### src/hw/rtl/cfd_pkg.sv
package cfd_pkg;

    // Frame layout constants.
    localparam logic [7:0]  SYNC_FIRST  = 8'hFF;
    localparam logic [7:0]  SYNC_SECOND = 8'hAA;
    localparam logic [15:0] MIN_LENGTH  = 16'd7;

    // Result kinds.
    localparam logic KIND_PAYLOAD = 1'b0;
    localparam logic KIND_VERDICT = 1'b1;

    // Verdict status codes.
    localparam logic [2:0] ST_OK        = 3'd0;
    localparam logic [2:0] ST_BAD_SYNC  = 3'd1;
    localparam logic [2:0] ST_SHORT_LEN = 3'd2;
    localparam logic [2:0] ST_TRUNC     = 3'd3;
    localparam logic [2:0] ST_CSUM_BAD  = 3'd4;

    // Result queue geometry.
    localparam int FIFO_DEPTH = 4;
    localparam int PTR_W      = $clog2(FIFO_DEPTH);
    localparam int CNT_W      = $clog2(FIFO_DEPTH + 1);

    typedef struct packed {
        logic        result_kind;
        logic [7:0]  payload_byte;
        logic [2:0]  status;
        logic [7:0]  seq_number;
        logic [7:0]  frame_kind;
        logic [15:0] frame_length;
        logic        last;
    } result_t;

    // Results caused by one input byte, in delivery order.
    typedef struct packed {
        logic [1:0] count;
        result_t    first;
        result_t    second;
    } step_out_t;

endpackage

### src/hw/rtl/cfd_step.sv
module cfd_step
    import cfd_pkg::*;
(
    input  logic      clk,
    input  logic      rst_n,
    input  logic      take,
    input  logic [7:0] data_byte,
    input  logic      end_of_buffer,
    output step_out_t step
);

    typedef enum logic [3:0] {
        PH_SYNC0   = 4'd0,
        PH_SYNC1   = 4'd1,
        PH_LEN_HI  = 4'd2,
        PH_LEN_LO  = 4'd3,
        PH_SEQ     = 4'd4,
        PH_TYPE    = 4'd5,
        PH_PAYLOAD = 4'd6,
        PH_CSUM    = 4'd7,
        PH_DONE    = 4'd8
    } phase_t;

    phase_t      phase_reg, phase_next;
    logic [15:0] len_reg, len_next;
    logic [15:0] seen_reg, seen_next;
    logic [7:0]  sum_reg, sum_next;
    logic [7:0]  seq_reg, seq_next;
    logic [7:0]  kind_reg, kind_next;

    logic        clear;
    logic        was_done;
    logic        verdict;
    logic [2:0]  verdict_code;
    logic        trunc;
    logic        payload;
    result_t     pay_res;
    result_t     ver_res;

    always_comb
    begin
        // A new buffer starts from cleared frame state.
        clear     = (phase_reg == PH_SYNC0);
        len_next  = clear ? 16'd0 : len_reg;
        seen_next = clear ? 16'd0 : seen_reg;
        sum_next  = clear ? 8'd0  : sum_reg;
        seq_next  = clear ? 8'd0  : seq_reg;
        kind_next = clear ? 8'd0  : kind_reg;

        was_done = (phase_reg == PH_DONE);
        if (!was_done)
        begin
            seen_next = seen_next + 16'd1;
        end

        phase_next   = phase_reg;
        verdict      = 1'b0;
        verdict_code = ST_OK;
        payload      = 1'b0;

        unique case (phase_reg)
            PH_SYNC0:
            begin
                if (data_byte != SYNC_FIRST)
                begin
                    verdict      = 1'b1;
                    verdict_code = ST_BAD_SYNC;
                end
                else
                begin
                    phase_next = PH_SYNC1;
                end
            end
            PH_SYNC1:
            begin
                if (data_byte != SYNC_SECOND)
                begin
                    verdict      = 1'b1;
                    verdict_code = ST_BAD_SYNC;
                end
                else
                begin
                    phase_next = PH_LEN_HI;
                end
            end
            PH_LEN_HI:
            begin
                len_next   = {data_byte, 8'd0};
                sum_next   = sum_next + data_byte;
                phase_next = PH_LEN_LO;
            end
            PH_LEN_LO:
            begin
                len_next = {len_next[15:8], data_byte};
                sum_next = sum_next + data_byte;
                if ({len_next[15:8], data_byte} < MIN_LENGTH)
                begin
                    verdict      = 1'b1;
                    verdict_code = ST_SHORT_LEN;
                end
                else
                begin
                    phase_next = PH_SEQ;
                end
            end
            PH_SEQ:
            begin
                seq_next   = data_byte;
                sum_next   = sum_next + data_byte;
                phase_next = PH_TYPE;
            end
            PH_TYPE:
            begin
                kind_next  = data_byte;
                sum_next   = sum_next + data_byte;
                phase_next = (len_next == MIN_LENGTH) ? PH_CSUM : PH_PAYLOAD;
            end
            PH_PAYLOAD:
            begin
                sum_next = sum_next + data_byte;
                payload  = 1'b1;
                if (({1'b0, seen_next} + 17'd1) >= {1'b0, len_next})
                begin
                    phase_next = PH_CSUM;
                end
            end
            PH_CSUM:
            begin
                verdict      = 1'b1;
                verdict_code = (~sum_next == data_byte) ? ST_OK : ST_CSUM_BAD;
            end
            default:
            begin
                phase_next = PH_DONE;
                was_done   = 1'b1;
            end
        endcase

        trunc = end_of_buffer && !was_done && !verdict;
        if (verdict)
        begin
            phase_next = PH_DONE;
        end
        if (end_of_buffer)
        begin
            phase_next = PH_SYNC0;
        end

        pay_res              = '0;
        pay_res.result_kind  = KIND_PAYLOAD;
        pay_res.payload_byte = data_byte;
        pay_res.last         = !trunc;

        ver_res              = '0;
        ver_res.result_kind  = KIND_VERDICT;
        ver_res.status       = trunc ? ST_TRUNC : verdict_code;
        ver_res.frame_length = len_next;
        ver_res.last         = 1'b1;
        if (verdict && (verdict_code == ST_OK))
        begin
            ver_res.seq_number = seq_next;
            ver_res.frame_kind = kind_next;
        end

        step.second = ver_res;
        if (payload)
        begin
            step.first = pay_res;
            step.count = trunc ? 2'd2 : 2'd1;
        end
        else
        begin
            step.first = ver_res;
            step.count = (verdict || trunc) ? 2'd1 : 2'd0;
        end
    end

    always_ff @(posedge clk or negedge rst_n)
    begin
        if (!rst_n)
        begin
            phase_reg <= PH_SYNC0;
            len_reg   <= '0;
            seen_reg  <= '0;
            sum_reg   <= '0;
            seq_reg   <= '0;
            kind_reg  <= '0;
        end
        else if (take)
        begin
            phase_reg <= phase_next;
            len_reg   <= len_next;
            seen_reg  <= seen_next;
            sum_reg   <= sum_next;
            seq_reg   <= seq_next;
            kind_reg  <= kind_next;
        end
    end

endmodule

### src/hw/rtl/checksummed_frame_deframer_core.sv
// Channel   Direction  Handshake                   Payload
// byte      in         byte_valid / byte_stall     data_byte, end_of_buffer
// result    out        result_valid / result_stall result_kind through last (seven fields)
//
// One byte transaction is taken per cycle while byte_stall is low; its results are written into
// a four-entry result queue at the same edge, and the queue head drives the result port.
// A byte can cause up to two results (a payload byte followed by a truncated verdict),
// so the byte side stalls whenever fewer than two queue entries are free; the queue
// drain of one result per cycle while result_stall is low sets the sustained rate.
// rst_n clears the frame tracker to the first sync byte and empties the queue.
module checksummed_frame_deframer_core
    import cfd_pkg::*;
(
    input  logic        clk,
    input  logic        rst_n,

    input  logic        byte_valid,
    output logic        byte_stall,
    input  logic [7:0]  data_byte,
    input  logic        end_of_buffer,

    output logic        result_valid,
    input  logic        result_stall,
    output logic        result_kind,
    output logic [7:0]  payload_byte,
    output logic [2:0]  status,
    output logic [7:0]  seq_number,
    output logic [7:0]  frame_kind,
    output logic [15:0] frame_length,
    output logic        last
);

    step_out_t          step;
    logic               take;
    logic               pop;
    logic [1:0]         push_count;

    result_t            queue_reg [FIFO_DEPTH];
    logic [PTR_W-1:0]   wr_ptr_reg, wr_ptr_next;
    logic [PTR_W-1:0]   rd_ptr_reg, rd_ptr_next;
    logic [CNT_W-1:0]   count_reg, count_next;
    result_t            head;

    // The byte side is held off while the queue could not absorb a two-result byte.
    assign byte_stall = (count_reg > CNT_W'(FIFO_DEPTH - 2));
    assign take       = byte_valid && !byte_stall;

    // The tracker advances only on an accepted byte transaction.
    cfd_step u_step
    (
        .clk           (clk),
        .rst_n         (rst_n),
        .take          (take),
        .data_byte     (data_byte),
        .end_of_buffer (end_of_buffer),
        .step          (step)
    );

    assign push_count = take ? step.count : 2'd0;

    assign result_valid = (count_reg != '0);
    assign pop          = result_valid && !result_stall;
    assign head         = queue_reg[rd_ptr_reg];

    assign result_kind  = head.result_kind;
    assign payload_byte = head.payload_byte;
    assign status       = head.status;
    assign seq_number   = head.seq_number;
    assign frame_kind   = head.frame_kind;
    assign frame_length = head.frame_length;
    assign last         = head.last;

    always_comb
    begin
        wr_ptr_next = wr_ptr_reg + PTR_W'(push_count);
        rd_ptr_next = pop ? (rd_ptr_reg + PTR_W'(1)) : rd_ptr_reg;
        count_next  = count_reg + CNT_W'(push_count) - CNT_W'(pop);
    end

    always_ff @(posedge clk or negedge rst_n)
    begin
        if (!rst_n)
        begin
            wr_ptr_reg <= '0;
            rd_ptr_reg <= '0;
            count_reg  <= '0;
        end
        else
        begin
            wr_ptr_reg <= wr_ptr_next;
            rd_ptr_reg <= rd_ptr_next;
            count_reg  <= count_next;
        end
    end

    // Queue storage carries payload only and needs no reset.
    always_ff @(posedge clk)
    begin
        if (push_count != 2'd0)
        begin
            queue_reg[wr_ptr_reg] <= step.first;
        end
        if (push_count == 2'd2)
        begin
            queue_reg[wr_ptr_reg + PTR_W'(1)] <= step.second;
        end
    end

`ifndef SYNTHESIS
    // The queue never holds more results than it has entries.
    assert property (@(posedge clk) disable iff (!rst_n)
        count_reg <= CNT_W'(FIFO_DEPTH))
        else $error("result queue overflow");

    // A byte that causes a result always makes the result port valid next cycle.
    assert property (@(posedge clk) disable iff (!rst_n)
        (take && (step.count != 2'd0)) |=> result_valid)
        else $error("result lost after accepted byte");

    // Only an ok verdict carries the captured sequence and type bytes.
    assert property (@(posedge clk) disable iff (!rst_n)
        (result_valid && (result_kind == KIND_VERDICT) && (status != ST_OK))
            |-> ((seq_number == 8'd0) && (frame_kind == 8'd0)))
        else $error("failed verdict carries header fields");

    // A payload result that is not last is followed by a truncated verdict.
    assert property (@(posedge clk) disable iff (!rst_n)
        (take && (step.count == 2'd2))
            |-> ((step.first.result_kind == KIND_PAYLOAD) && !step.first.last
                 && (step.second.status == ST_TRUNC)))
        else $error("bad two-result ordering");
`endif

endmodule
### config.mk
export PLATFORM = sky130hd
export DESIGN_NAME = checksummed_frame_deframer_core
export DESIGN_NICKNAME = d
export VERILOG_FILES = /design/src/hw/rtl/cfd_pkg.sv /design/src/hw/rtl/cfd_step.sv /design/src/hw/rtl/checksummed_frame_deframer_core.sv
export SDC_FILE = /design/constraint.sdc
export NUM_CORES = 1
export LEC_CHECK = 0
export ABC_AREA = 1
export BUFFER_PORTS_ARGS = -buffer_cell sky130_fd_sc_hd__buf_2
export CAP_MARGIN = 25
export CELL_PAD_IN_SITES_DETAIL_PLACEMENT = 0
export CELL_PAD_IN_SITES_GLOBAL_PLACEMENT = 1
export CORE_ASPECT_RATIO = 0.7
export CORE_MARGIN = 2
export CORE_UTILIZATION = 35
export DETAILED_ROUTE_END_ITERATION = 8
export PLACE_DENSITY_LB_ADDON = 0.1
export SLEW_MARGIN = 20
export SYNTH_ARGS = -nofsm -noshare
export SYNTH_HDL_FRONTEND = slang
export SYNTH_SLANG_ARGS = --single-unit
### constraint.sdc
create_clock -name clk -period 5.85 [get_ports clk]
set_clock_uncertainty 0.1 [all_clocks]
set_input_delay 1.17 -clock clk [delete_from_list [all_inputs] [get_ports clk]]
set_output_delay 1.17 -clock clk [all_outputs]
set_load 0.01 [all_outputs]
Yosys cells after proc, flatten, opt, wreduce, memory -nomap -nowiden --
Memories as Yosys holds them, arrays and structs flattened. Index checks and enable logic that the tools add are counted. W data, S select, Z words.
Storage, ports and cells: register bits after elaboration 67, memory bits (writable) 180, input bits 13, output and inout port bits 47, word-level logic and storage cells 97, memories 1
Cells by class: add/sub/neg operators 8, magnitude comparators 3, equal/unequal tests 18, mux-type cells 39, bitwise operators 1, reduce and logical (&&, ||, !) cells 18
Memories:
- queue_reg | words 4, width 45, rd ports 1, clocked after memory_dff 0, wr ports 2, line checksummed_frame_deframer_core.sv:38 | result_t queue_reg [FIFO_DEPTH];
Operators by type and width (count):
- $mux W16 | 4
- $mux W8 | 6
- $mux W47 | 1
- $pmux W16 S2 | 1
- $pmux W4 S8 | 1
- $mux W4 | 6
- $add A16 B1 Y17 const B | 1
- $ge A17 B16 Y1 | 1
- $add A16 B1 Y16 const B | 1
- $eq A16 B3 Y1 const B | 1
- $eq A4 B3 Y1 const B | 4
- $lt A16 B3 Y1 const B | 1
- $ne A8 B8 Y1 const B | 2
- $mux W1 | 13
- $pmux W3 S4 | 1
- $add A8 B8 Y8 | 1
- $eq A4 B2 Y1 const B | 2
- $eq A8 B8 Y1 | 1
- $ne A4 B3 Y1 const B | 2
- $not A8 Y8 | 1
- $reduce_or A8 Y1 | 1
- $mux W2 | 3
- $mux W3 | 2
- $reduce_and A6 Y1 | 1
- other kinds (20) | 29

Longest topological paths before layout --
Gate-level depths: netlist of run 1.
word-level depth 14, depth in mapped cells 32, depth with buffers taken out 30

By module --
From an unflattened synthesis of run 1, not the netlist that was laid out.
Second synthesis, totals: cell total of the unflattened synthesis 1864, area, all modules 15070.7 um^2
By module, submodules not included:
- checksummed_frame_deframer_core | times used 1, cells each 1092, area each 9775.6 um^2, sequential area each 5580.4 um^2
- cfd_step | times used 1, cells each 772, area each 5295.1 um^2, sequential area each 1501.4 um^2

Least setup slack after synthesis of run 1 --
No wires, ideal clock.
kind flip-flop to flip-flop, from register u_step.phase_reg[1], to register u_step.phase_reg[1], setup time 0.117 ns, arrival time 4.113 ns, required time 5.633 ns, path slack 1.520 ns, stages on the path, launching flop included 33, path buffers 2, period minus slack after synthesis 4.330 ns, cells stage by stage dfrtp_1 nor2_4 nand2_4 inv_1 clkbuf_1 clkbuf_1 nor2_1 ha_1 nand2_1 o21ai_0 ha_1 nand3_1 nor2_1 nand2_1 nor2_2 nand3_2 nor2_2 xor2_1 inv_1 ha_1 nand2_1 inv_1 nand3_1 inv_1 nand4_1 o21ai_0 nand2_1 nand2_1 a21oi_1 nand2_2 nand2_2 nand2_1 nand2_1
On the way: word-level cells in the longest chain between the ends 8, elaborated cells on any way between the ends 27, classes of those cells 2 x add/sub; 2 x order compare; 13 x eq/ne; 8 x mux; 2 x reduce/logical
RTL lines:
- from (decl) | line cfd_step.sv:24 | phase_t phase_reg, phase_next;
- from (signal assigned) | line cfd_step.sv:191 | phase_reg <= phase_next;
- $logic_not A4 Y1 | line cfd_step.sv:43 | clear = (phase_reg == PH_SYNC0);
- $mux W16 | line cfd_step.sv:45 | seen_next = clear ? 16'd0 : seen_reg;
- $add A16 B1 Y16 | line cfd_step.sv:53 | seen_next = seen_next + 16'd1;
- $mux W16 * | line cfd_step.sv:51 | if (!was_done)
- named net u_step.seen_next[1] | line cfd_step.sv:26 | logic [15:0] seen_reg, seen_next;
- $add A16 B1 Y17 * | line cfd_step.sv:122 | if (({1'b0, seen_next} + 17'd1) >= {1'b0, len_next})
- $ge A17 B16 Y1 * | line cfd_step.sv:122
- $ne A4 B2 Y1 (no source line) *
- $reduce_and A6 Y1 (no source line) *
The timed path passes the listed nets; every way through them passes the cells marked *. A chain may end at the register's enable or synchronous reset.

Worst setup path in the final report of run 1 --
from register u_step.phase_reg[1], to register u_step.phase_reg[3]
The elaborated chain is that of the path after synthesis.

==> impl_metrics.toml, run 1 <==
[drt]
final_antenna_net_count = 0
routed_wl_um = 37400
dr.pass1.iters = 5
num_vias = 10400
wl_per_cell_um = 17.7
drt_iter0_drc = 734
drc = 0
vias_per_cell = 4.90

[timing]
setup-tns-final_ps = 0
tightestPinTransition_ps = 931
fmax_mhz = 212
worst_slew_margin_rel = 0.379
setup_slack_ps = 1130
finalCriticalPeriod_ps = 4720
holdWs_ps = 358
rsz0062_at_grt = "no"
setup_viol = 0
final_max_slew_viol_count = 0
layout_worst_path_cycle_share = 0.806
hold_viol = 0

[min_path]
holdPathEnd = "queue_reg[1][44]"
hold_path.class = "reg2reg"
worstHoldStart = "queue_reg[1][44]"
worstHoldPathCells = 2

[flow_run]
cap_viol_max_count = 0

[worst_setup_path]
cpPeakStageDelay_ps = 460
critical-path-slowest-cell = "dfrtp_1"
cp_data_arrival_time_ps = 5050
required_ps = 6190
reg2reg_from = "u_step.phase_reg[1]"
r2r-end = "u_step.phase_reg[3]"
worstSetupPathType = "reg2reg"
reg2reg_depth = 30
end_kind = "register"
startpoint_type = "register"
r2r_slack_ps = 1130
crit_fanout = 45
path_common_cell = "nand2_1"

[clock_network]
cts_max_level = 1
postCtsSetupRepairBufs = 0
clk_pin_slew_ps = 60
cts_tree = "done"
cts.sinks = 247
hold_buffers = 0
root_buffer = "clkbuf_16"
numCtsBuffers = 28
clock_latency_ps = 560
cts_resized = 0
clk_path_buf_depth = 3

[status]
status = "completed"

[finish]
fin_util = 0.407
finalInstanceArea_um2 = 14700
layout.cells.non_filler = 2116
synthToLayoutAreaGrowth_pct = 13.6
drive_gt1_frac = 0.105
fin_nets = 1659
largest_register_ff_count = 180
antenna_cells = 0
n_fill_cell = 3742

[floorplan]
die_height_um = 165
rows = 58
dieWidth_um = 234
ios = 60
coreArea_um2 = 36100
initial_core_util = 0.358
dieArea_um2 = 38500

[power_and_ir_drop]
clkPwrFrac = 0.287
p_per_area_nw_per_um2 = 442
combPwrFrac = 0.368
p_leak_nw = 6.33
swShare = 0.393
p_sw_mw = 2.55
ir_drop_mv = 0.242
power_mw = 6.49
p_seq_frac = 0.345
p_int_mw = 3.94

[logic_synthesis]
yosys_warnings = 0
synth_most_common_cell = "nand2_1"
ys_seq_elements = 247
synthArstFlopShare = 0.271
synthTopCellsByArea = "edfxtp_1, dfrtp_1, nand2_1, nor2_1, o21ai_0"
synth_top_cells_by_count = "nand2_1, nor2_1, inv_1"
avgSynthCellArea_um2 = 8.21
synth_edf_count = 140
synth.distinct_cells = 47
syn_inst = 1576
ys_seq_area_frac = 0.516
synth_area_um2 = 12900
synthFlopType = "edfxtp_1"
synth_area_leader_cell = "edfxtp_1"
synth_fp_nets = 1620
synth_top_area_frac = 0.325

[grt]
grt_pass1_vias = 9784
grt_max_degree = 84
antenna_found_initial = 0
grt-ovfl-total = 0
grt_use_total = 0.197
grt_pass1_wl_um = 58400

[place]
dp_cells = 2062
post_dp_cell_area_um2 = 13700
dpl.hpwl_um = 25300
gp_congestion = 0.777
dpl_worst_slack_ps = 1180
port_buffers = 59
[worst max path at each step]
stage | endpoint | cells past startpoint | startpoint
global placement | u_step.phase_reg[0] | 30 | u_step.phase_reg[1]
CTS | u_step.phase_reg[3] | 30 | u_step.phase_reg[1]
detailed placement | u_step.phase_reg[0] | 30 | u_step.phase_reg[1]
floorplan | u_step.phase_reg[1] | 32 | u_step.phase_reg[1]
finish | u_step.phase_reg[3] | 30 | u_step.phase_reg[1]
global route | u_step.phase_reg[0] | 30 | u_step.phase_reg[1]
[area by class of cell]
type	count	area, um2	share of cell area
Clock buffer	33	741	0.0504
Clock inverter	18	220	0.0150
Inverter	212	796	0.0541
Multi-Input combinational cell	1047	5170	0.352
Sequential cell	247	6680	0.455
Tap cell	480	601	0.0409
Timing Repair Buffer	79	484	0.0329
[layout by cell type, fill, tap and decap left out, types with 5 or more instances in the layout]
master     synthesis  layout
ha_1              29      29
nand4_1           12      12
nand3_1           51      51
nand2_1          304     300
o211ai_1           6       6
inv_1            202     201
nor2_4            12      13
xor2_1            16      16
inv_2              8       9
bufinv_16          0       5
clkinv_1           2       5
nor2_1           276     275
and2_1             5       5
o22ai_1           51      51
edfxtp_1         140     140
dfrtp_1           67      66
clkinv_2           0       6
o21ai_0          168     168
a21oi_1           54      54
buf_4              1      18
clkbuf_16          0      29
nand2_2            6      10
xnor2_1            5       5
dfxtp_1           40      40
a31oi_1           16      16
buf_2              8      58
[critical path: cells and delay by family, from the launching register on]
family / cells / cell delay (ps)
flip-flops: 1 / 460
buffers and inverters: 4 / 260
AO/OA/AOI/OAI: 3 / 390
adder cells (fa/ha/maj): 3 / 820
AND/OR/NAND/NOR: 19 / 2360
XOR/XNOR: 1 / 180
[cell families (layout without fill, tap and decap cells)]
family,Yosys count,after routing,synth area share
AOI/OAI and AO/OA,311,311,0.132
xor gates and xnor gates,23,23,0.0167
adders and majority gates,31,31,0.0311
buffers and inverters,282,342,0.0852
DFF,247,247,0.516
and+or+nand+nor,682,682,0.218
[power groups by stage]
stage               registers (mW)  clock network (mW)  logic (mW)
floorplan                     2.23                   0        1.56
global placement              2.27                   0        2.39
detailed placement            2.27                   0        2.39
CTS                           2.24                1.91        2.40
global route                  2.27                1.97        2.69
finish                        2.24                1.86        2.39
[per-layer routing]
| metal | global-route usage | up-vias | share of wire |
|---|---|---|---|
| li1 | - | 5238 | - |
| met1 | 0.300 | 4889 | 0.52 |
| met2 | 0.295 | 203 | 0.42 |
| met3 | 0.0364 | 33 | 0.050 |
| met4 | 0.0288 | 0 | 0.012 |
| met5 | 0 | - | 0 |
No activity file was read; power rests on OpenSTA's default activity.
==> run 2: changes to the inputs <==
==> constraint.sdc (replaced) <==
create_clock -name clk -period 4.1 [get_ports clk]
set_clock_uncertainty 0.1 [all_clocks]
set_input_delay 0.82 -clock clk [delete_from_list [all_inputs] [get_ports clk]]
set_output_delay 0.82 -clock clk [all_outputs]
set_load 0.01 [all_outputs]
==> run 2 against run 1 <==
  * Design area up 3.0%
  * Flip-flop and latch count is the same
  * First-iteration DRC count fell by 13%
  * Wire length increased by 2.7%
  * Critical path depth unchanged
  * Fmax grew 22%
  * Non-clock buffer count up 33
==> impl_metrics.toml, run 2 (synthesis gave the netlist of run 1 again) <==
[finish]
synthToLayoutAreaGrowth_pct = 16.9
fin_nets = 1691
largest_register_ff_count = 180
n_fill_cell = 3708
final_common_cell = "nand2_1"
layout_common_cells = "nand2_1, nor2_1, inv_1, o21ai_0, edfxtp_1"
fin_util = 0.419
drive_gt1_frac = 0.136
antenna_cells = 0

[clock_network]
cts.sinks = 247
clk_pin_slew_ps = 60
numCtsBuffers = 27
hold_buffers = 0
root_buffer = "clkbuf_16"
clock_latency_ps = 550
cts_tree = "done"
clk_path_buf_depth = 3
cts_max_level = 1

[floorplan]
dieWidth_um = 234
dieArea_um2 = 38500
die_height_um = 165
rows = 58
ios = 60
initial_core_util = 0.358
coreArea_um2 = 36100

[power_and_ir_drop]
p_leak_nw = 6.53
ir_drop_mv = 0.368
p_per_area_nw_per_um2 = 628

[worst_setup_path]
startpoint_type = "register"
cp_data_arrival_time_ps = 4210
crit_fanout = 4
reg2reg_depth = 30
cpPeakStageDelay_ps = 430
reg2reg_from = "u_step.phase_reg[2]"
required_ps = 4440
path_common_cell = "nand2_1"
r2r-end = "u_step.phase_reg[2]"
end_kind = "register"
worstSetupPathType = "reg2reg"
r2r_slack_ps = 230
critical-path-slowest-cell = "dfrtp_1"

[drt]
drt_iter0_drc = 637
dr.pass1.iters = 5
routed_wl_um = 38400
vias_per_cell = 4.94
num_vias = 10600
drc = 0
final_antenna_net_count = 0
wl_per_cell_um = 17.9

[timing]
setup_viol = 0
final_max_slew_viol_count = 0
rsz0062_at_grt = "yes"
finalCriticalPeriod_ps = 3870
setup_slack_ps = 227
hold_viol = 0
tightestPinTransition_ps = 1020
worst_slew_margin_rel = 0.317
layout_worst_path_cycle_share = 0.945
fmax_mhz = 258

[min_path]
hold_path.class = "in2async"

[status]
status = "completed"

[flow_run]
cap_viol_max_count = 0

[place]
port_buffers = 59
dpl_worst_slack_ps = -5.82
dpl.hpwl_um = 24700
gp_congestion = 0.798

[grt]
grt_pass1_wl_um = 60000
grt_max_degree = 90
grt_use_total = 0.203
grt_pass1_vias = 10200
antenna_found_initial = 0
grt-ovfl-total = 0
run 2: changes by cell type in the layout (fill, tap and decap cells not counted), sizes merged:
cell	change
buf	+33
clkbuf	+3
clkinv	-3
clkinvlp	-2
bufinv	-1
inv	+1
run 2: where the power goes:
| part | leakage (nW) | internal (mW) | switching [mW] | total (mW) |
|---|---|---|---|---|
| clock network | 0.466 | 1.57 | 1.05 | 2.62 |
| logic | 3.53 | 1.18 | 2.54 | 3.71 |
| registers | 2.54 | 3.02 | 0.151 | 3.17 |
| total | 6.53 | 5.76 | 3.74 | 9.50 |
run 2: cell type report:
cell class	count	area (um2)	area share
clock buffers	36	769	0.0509
clock inverters	13	174	0.0115
inverters	212	798	0.0528
multi-input cells	1047	5290	0.349
flip-flops and latches	247	6680	0.442
well taps	480	601	0.0397
repair buffers	112	821	0.0542
run 2: layer usage:
metal / vias up / track usage / wire length, um
met3: 31 / 0.0271 / 1590
met4: 0 / 0.0293 / 395
met2: 197 / 0.314 / 16400
met1: 5078 / 0.307 / 19900
li1: 5295 / - / -
met5: - / 0 / 0
run 2: how the worst max path moves through the flow:
stage	start	slack, ps	endpoint	cells after the start
after floorplan	u_step.phase_reg[1]	6	u_step.phase_reg[1]	32
after global placement	u_step.phase_reg[2]	100	u_step.phase_reg[2]	30
after detailed placement	u_step.phase_reg[2]	-6	u_step.phase_reg[2]	30
after CTS	u_step.phase_reg[2]	3	u_step.phase_reg[2]	30
after global routing	u_step.phase_reg[0]	-100	u_step.phase_reg[2]	30
final	u_step.phase_reg[2]	230	u_step.phase_reg[2]	30
run 2: worst max-delay path, delay by kind of cell (launching register included):
kind	cells	cell delay (ps)
buffers and inverters	4	250
and+or+nand+nor	19	1780
AOI/OAI and AO/OA	3	300
xor gates and xnor gates	1	150
adders and majority gates	3	760
DFF	1	430
run 2: metrics by stage:
| stage | power (mW) | TNS [ps] | area, um2 | hold WS, ps | cells |
|---|---|---|---|---|---|
| detailed placement | 6.87 | -5.82 | 14000 | 341 | 2086 |
| CTS | 9.52 | 0 | 14900 | 352 | 2135 |
| finish | 9.50 | 0 | 15100 | 127 | 2147 |
| global route | 10.1 | -314 | 15100 | 145 | 2147 |
| global placement | 6.87 | 0 | 14000 | 340 | 2086 |
| floorplan | 5.42 | 0 | 12900 | 321 | 1576 |
run 2: repair_timing:
| item | in CTS | in global routing |
|---|---|---|
| pin swaps | 0 | 24 |
| setup endpoints to repair | 4 | 4 |
| endpoints found under the hold margin | 0 | 0 |
| buffers inserted | 0 | 11 |
| resized for setup | 1 | 30 |
==> run 3: changes to the inputs <==
--- a/config.mk
+++ b/config.mk
@@ -18,4 +18,5 @@
 export SLEW_MARGIN = 20
 export SYNTH_ARGS = -nofsm -noshare
 export SYNTH_HDL_FRONTEND = slang
+export SYNTH_HIERARCHICAL = 1
 export SYNTH_SLANG_ARGS = --single-unit
==> run 3 against run 2 <==
  * Sequential share of layout area decreased by 2.6 points
  * Highest routed layer unchanged
  * Largest cell class unchanged
  * Synthesized area increased by 16%
  * Synthesized cell count rose by 18%
  * Fmax grew 1.7%
  * Core utilization fell by 1.7 points
  * Register-to-register slack gained 70 ps
  * Critical endpoint is now u_step/phase_reg[1]
  * Global-route usage increased by 2.2 points
  * Die area grew 16%
  * First-iteration DRC count up 87%
  * Sequential power about the same
  * Design area is 13% higher
==> impl_metrics.toml, run 3 <==
[drt]
wl_per_cell_um = 20.0
drc = 0
dr.pass1.iters = 5
vias_per_cell = 5.21
routed_wl_um = 49300
num_vias = 12900
drt_iter0_drc = 1194
final_antenna_net_count = 0

[timing]
rsz0062_at_grt = "no"
holdWs_ps = 247
hold_viol = 0
finalCriticalPeriod_ps = 3810
layout_worst_path_cycle_share = 0.929
tightestPinTransition_ps = 919
setup_viol = 0
worst_slew_margin_rel = 0.387
fmax_mhz = 263
setup-tns-final_ps = 0
final_max_slew_viol_count = 0

[grt]
antenna_found_initial = 0
grt-ovfl-total = 0
grt_pass1_wl_um = 76500
grt_max_degree = 91
grt_use_total = 0.225
grt_pass1_vias = 12400

[logic_synthesis]
synth_area_leader_cell = "edfxtp_1"
synth_area_um2 = 15100
ys_seq_elements = 247
synth_most_common_cell = "nand2_1"
synth_edf_count = 180
avgSynthCellArea_um2 = 8.09
synthFlopType = "edfxtp_1"
synth_top_cells_by_count = "nand2_1, nor2_1, nand3_1"
synthTopCellsByArea = "edfxtp_1, nand2_1, dfrtp_1, nand3_1, nor2_1"
syn_inst = 1864
synth.distinct_cells = 54
synth_top_area_frac = 0.359
yosys_warnings = 6
ys_seq_area_frac = 0.470
synthArstFlopShare = 0.271

[worst_setup_path]
end_kind = "register"
r2r_slack_ps = 290
startpoint_type = "register"
required_ps = 4500
cp_data_arrival_time_ps = 4200
crit_fanout = 6
worstSetupPathType = "reg2reg"

[clock_network]
hold_buffers = 0
clock_latency_ps = 560
clk_pin_slew_ps = 70
cts_max_level = 1
numCtsBuffers = 28
clk_path_buf_depth = 3
root_buffer = "clkbuf_16"
cts.sinks = 247
cts_tree = "done"

[place]
dpl.hpwl_um = 31100
dp_cells = 2414
gp_congestion = 0.891
port_buffers = 59

[power_and_ir_drop]
p_per_area_nw_per_um2 = 576
ir_drop_mv = 0.282
p_leak_nw = 7.27

[floorplan]
dieWidth_um = 252
initial_core_util = 0.355
dieArea_um2 = 44800
ios = 60
rows = 63
die_height_um = 178
coreArea_um2 = 42400

[finish]
final_common_cell = "nand2_1"
largest_register_ff_count = 180
drive_gt1_frac = 0.135
synthToLayoutAreaGrowth_pct = 13.0
n_fill_cell = 4315
fin_nets = 1938
antenna_cells = 0
layout_common_cells = "nand2_1, nor2_1, nand3_1, edfxtp_1, o21ai_0"
fin_util = 0.402
layout.cells.non_filler = 2467

[flow_run]
cap_viol_max_count = 0

[status]
status = "completed"

[min_path]
hold_path.class = "in2async"
## run 3: changes by cell type after synthesis, moves of 13 or more
cell	delta
o21ai_0	-22
buf_4	+14
inv_1	-88
dfxtp_1	-40
buf_6	+15
buf_2	+30
clkbuf_1	-13
a21oi_1	-29
nand3_1	+149
nor2_1	-49
edfxtp_1	+40
nand2_1	+223
## run 3: cells by family after synthesis
logic type	synth area share
flip-flops	0.470
XOR/XNOR	0.0139
AND/OR/NAND/NOR	0.310
adder cells (fa/ha/maj)	0.0267
AO/OA/AOI/OAI	0.0986
other	0.000498
buffers and inverters	0.0809
## run 3: timing repair
item | 4_1_cts | 5_1_grt
setup buffers | 0 | 2
endpoints found under the setup margin | 0 | 5
gates resized for setup | 0 | 6
## run 3: worst paths after layout
kind                                          start                  end  depth (start not counted)
worst max-delay path            u_step/phase_reg[3]  u_step/phase_reg[1]                         26
worst min-delay path                          rst_n  u_step/seen_reg[10]                          1
worst max register to register  u_step/phase_reg[3]  u_step/phase_reg[1]                         26
worst min register to register   u_step/kind_reg[3]   u_step/kind_reg[3]                          2
max in group asynchronous                     rst_n   u_step/kind_reg[2]                          2
min in group clk                 u_step/kind_reg[3]   u_step/kind_reg[3]                          2
## run 3: through the flow
| stage | setup WS, ps | power (mW) | cell area [um2] |
|---|---|---|---|
| after floorplan | 295 | 5.58 | 15100 |
| after global placement | -65.9 | 7.13 | 16000 |
| after detailed placement | -3.91 | 7.13 | 16000 |
| after CTS | 186 | 9.89 | 17000 |
| after global routing | 11.0 | 10.4 | 17000 |
| final | 292 | 9.81 | 17000 |
## run 3: worst max-delay path: stages, from the launching register on
cell	delay, ps
dfrtp_2	460
nor2_4	160
nand2_4	80
nand2_1	90
inv_1	50
ha_1	200
nand2_4	140
xor2_4	220
nand2_2	100
nor3_4	270
inv_2	70
nor3_2	140
nand2_1	100
o22ai_1	110
inv_1	60
ha_1	280
nand2_1	90
nor2_1	50
a211oi_1	200
nand2_1	80
nand2_1	60
nand2_1	60
a21oi_2	190
nand3_2	130
nand2_2	110
nand2_1	60
nand2_1	60
## run 3: where the power goes
group | switching [mW] | leakage, nW | internal (mW) | total, mW
sequential | 0.187 | 2.57 | 3.00 | 3.19
clock | 1.08 | 0.483 | 1.66 | 2.74
combinational | 2.76 | 4.22 | 1.13 | 3.88
## run 3: routing by layer
metal	track usage	vias up	part of all wire
li1	-	6307	-
met1	0.346	6147	0.52
met2	0.335	347	0.41
met3	0.0327	52	0.053
met4	0.0397	0	0.015
met5	0	-	0
## run 3: area by class of cell
cell class                      instances  area [um2]  share of cell area
Tap cell                              552         691              0.0405
Sequential cell                       247        7090               0.416
Multi-Input combinational cell       1371        6850               0.402
Inverter                              133         502              0.0295
Clock inverter                         14         203              0.0119
Clock buffer                           37         786              0.0461
Timing Repair Buffer                  113         916              0.0538
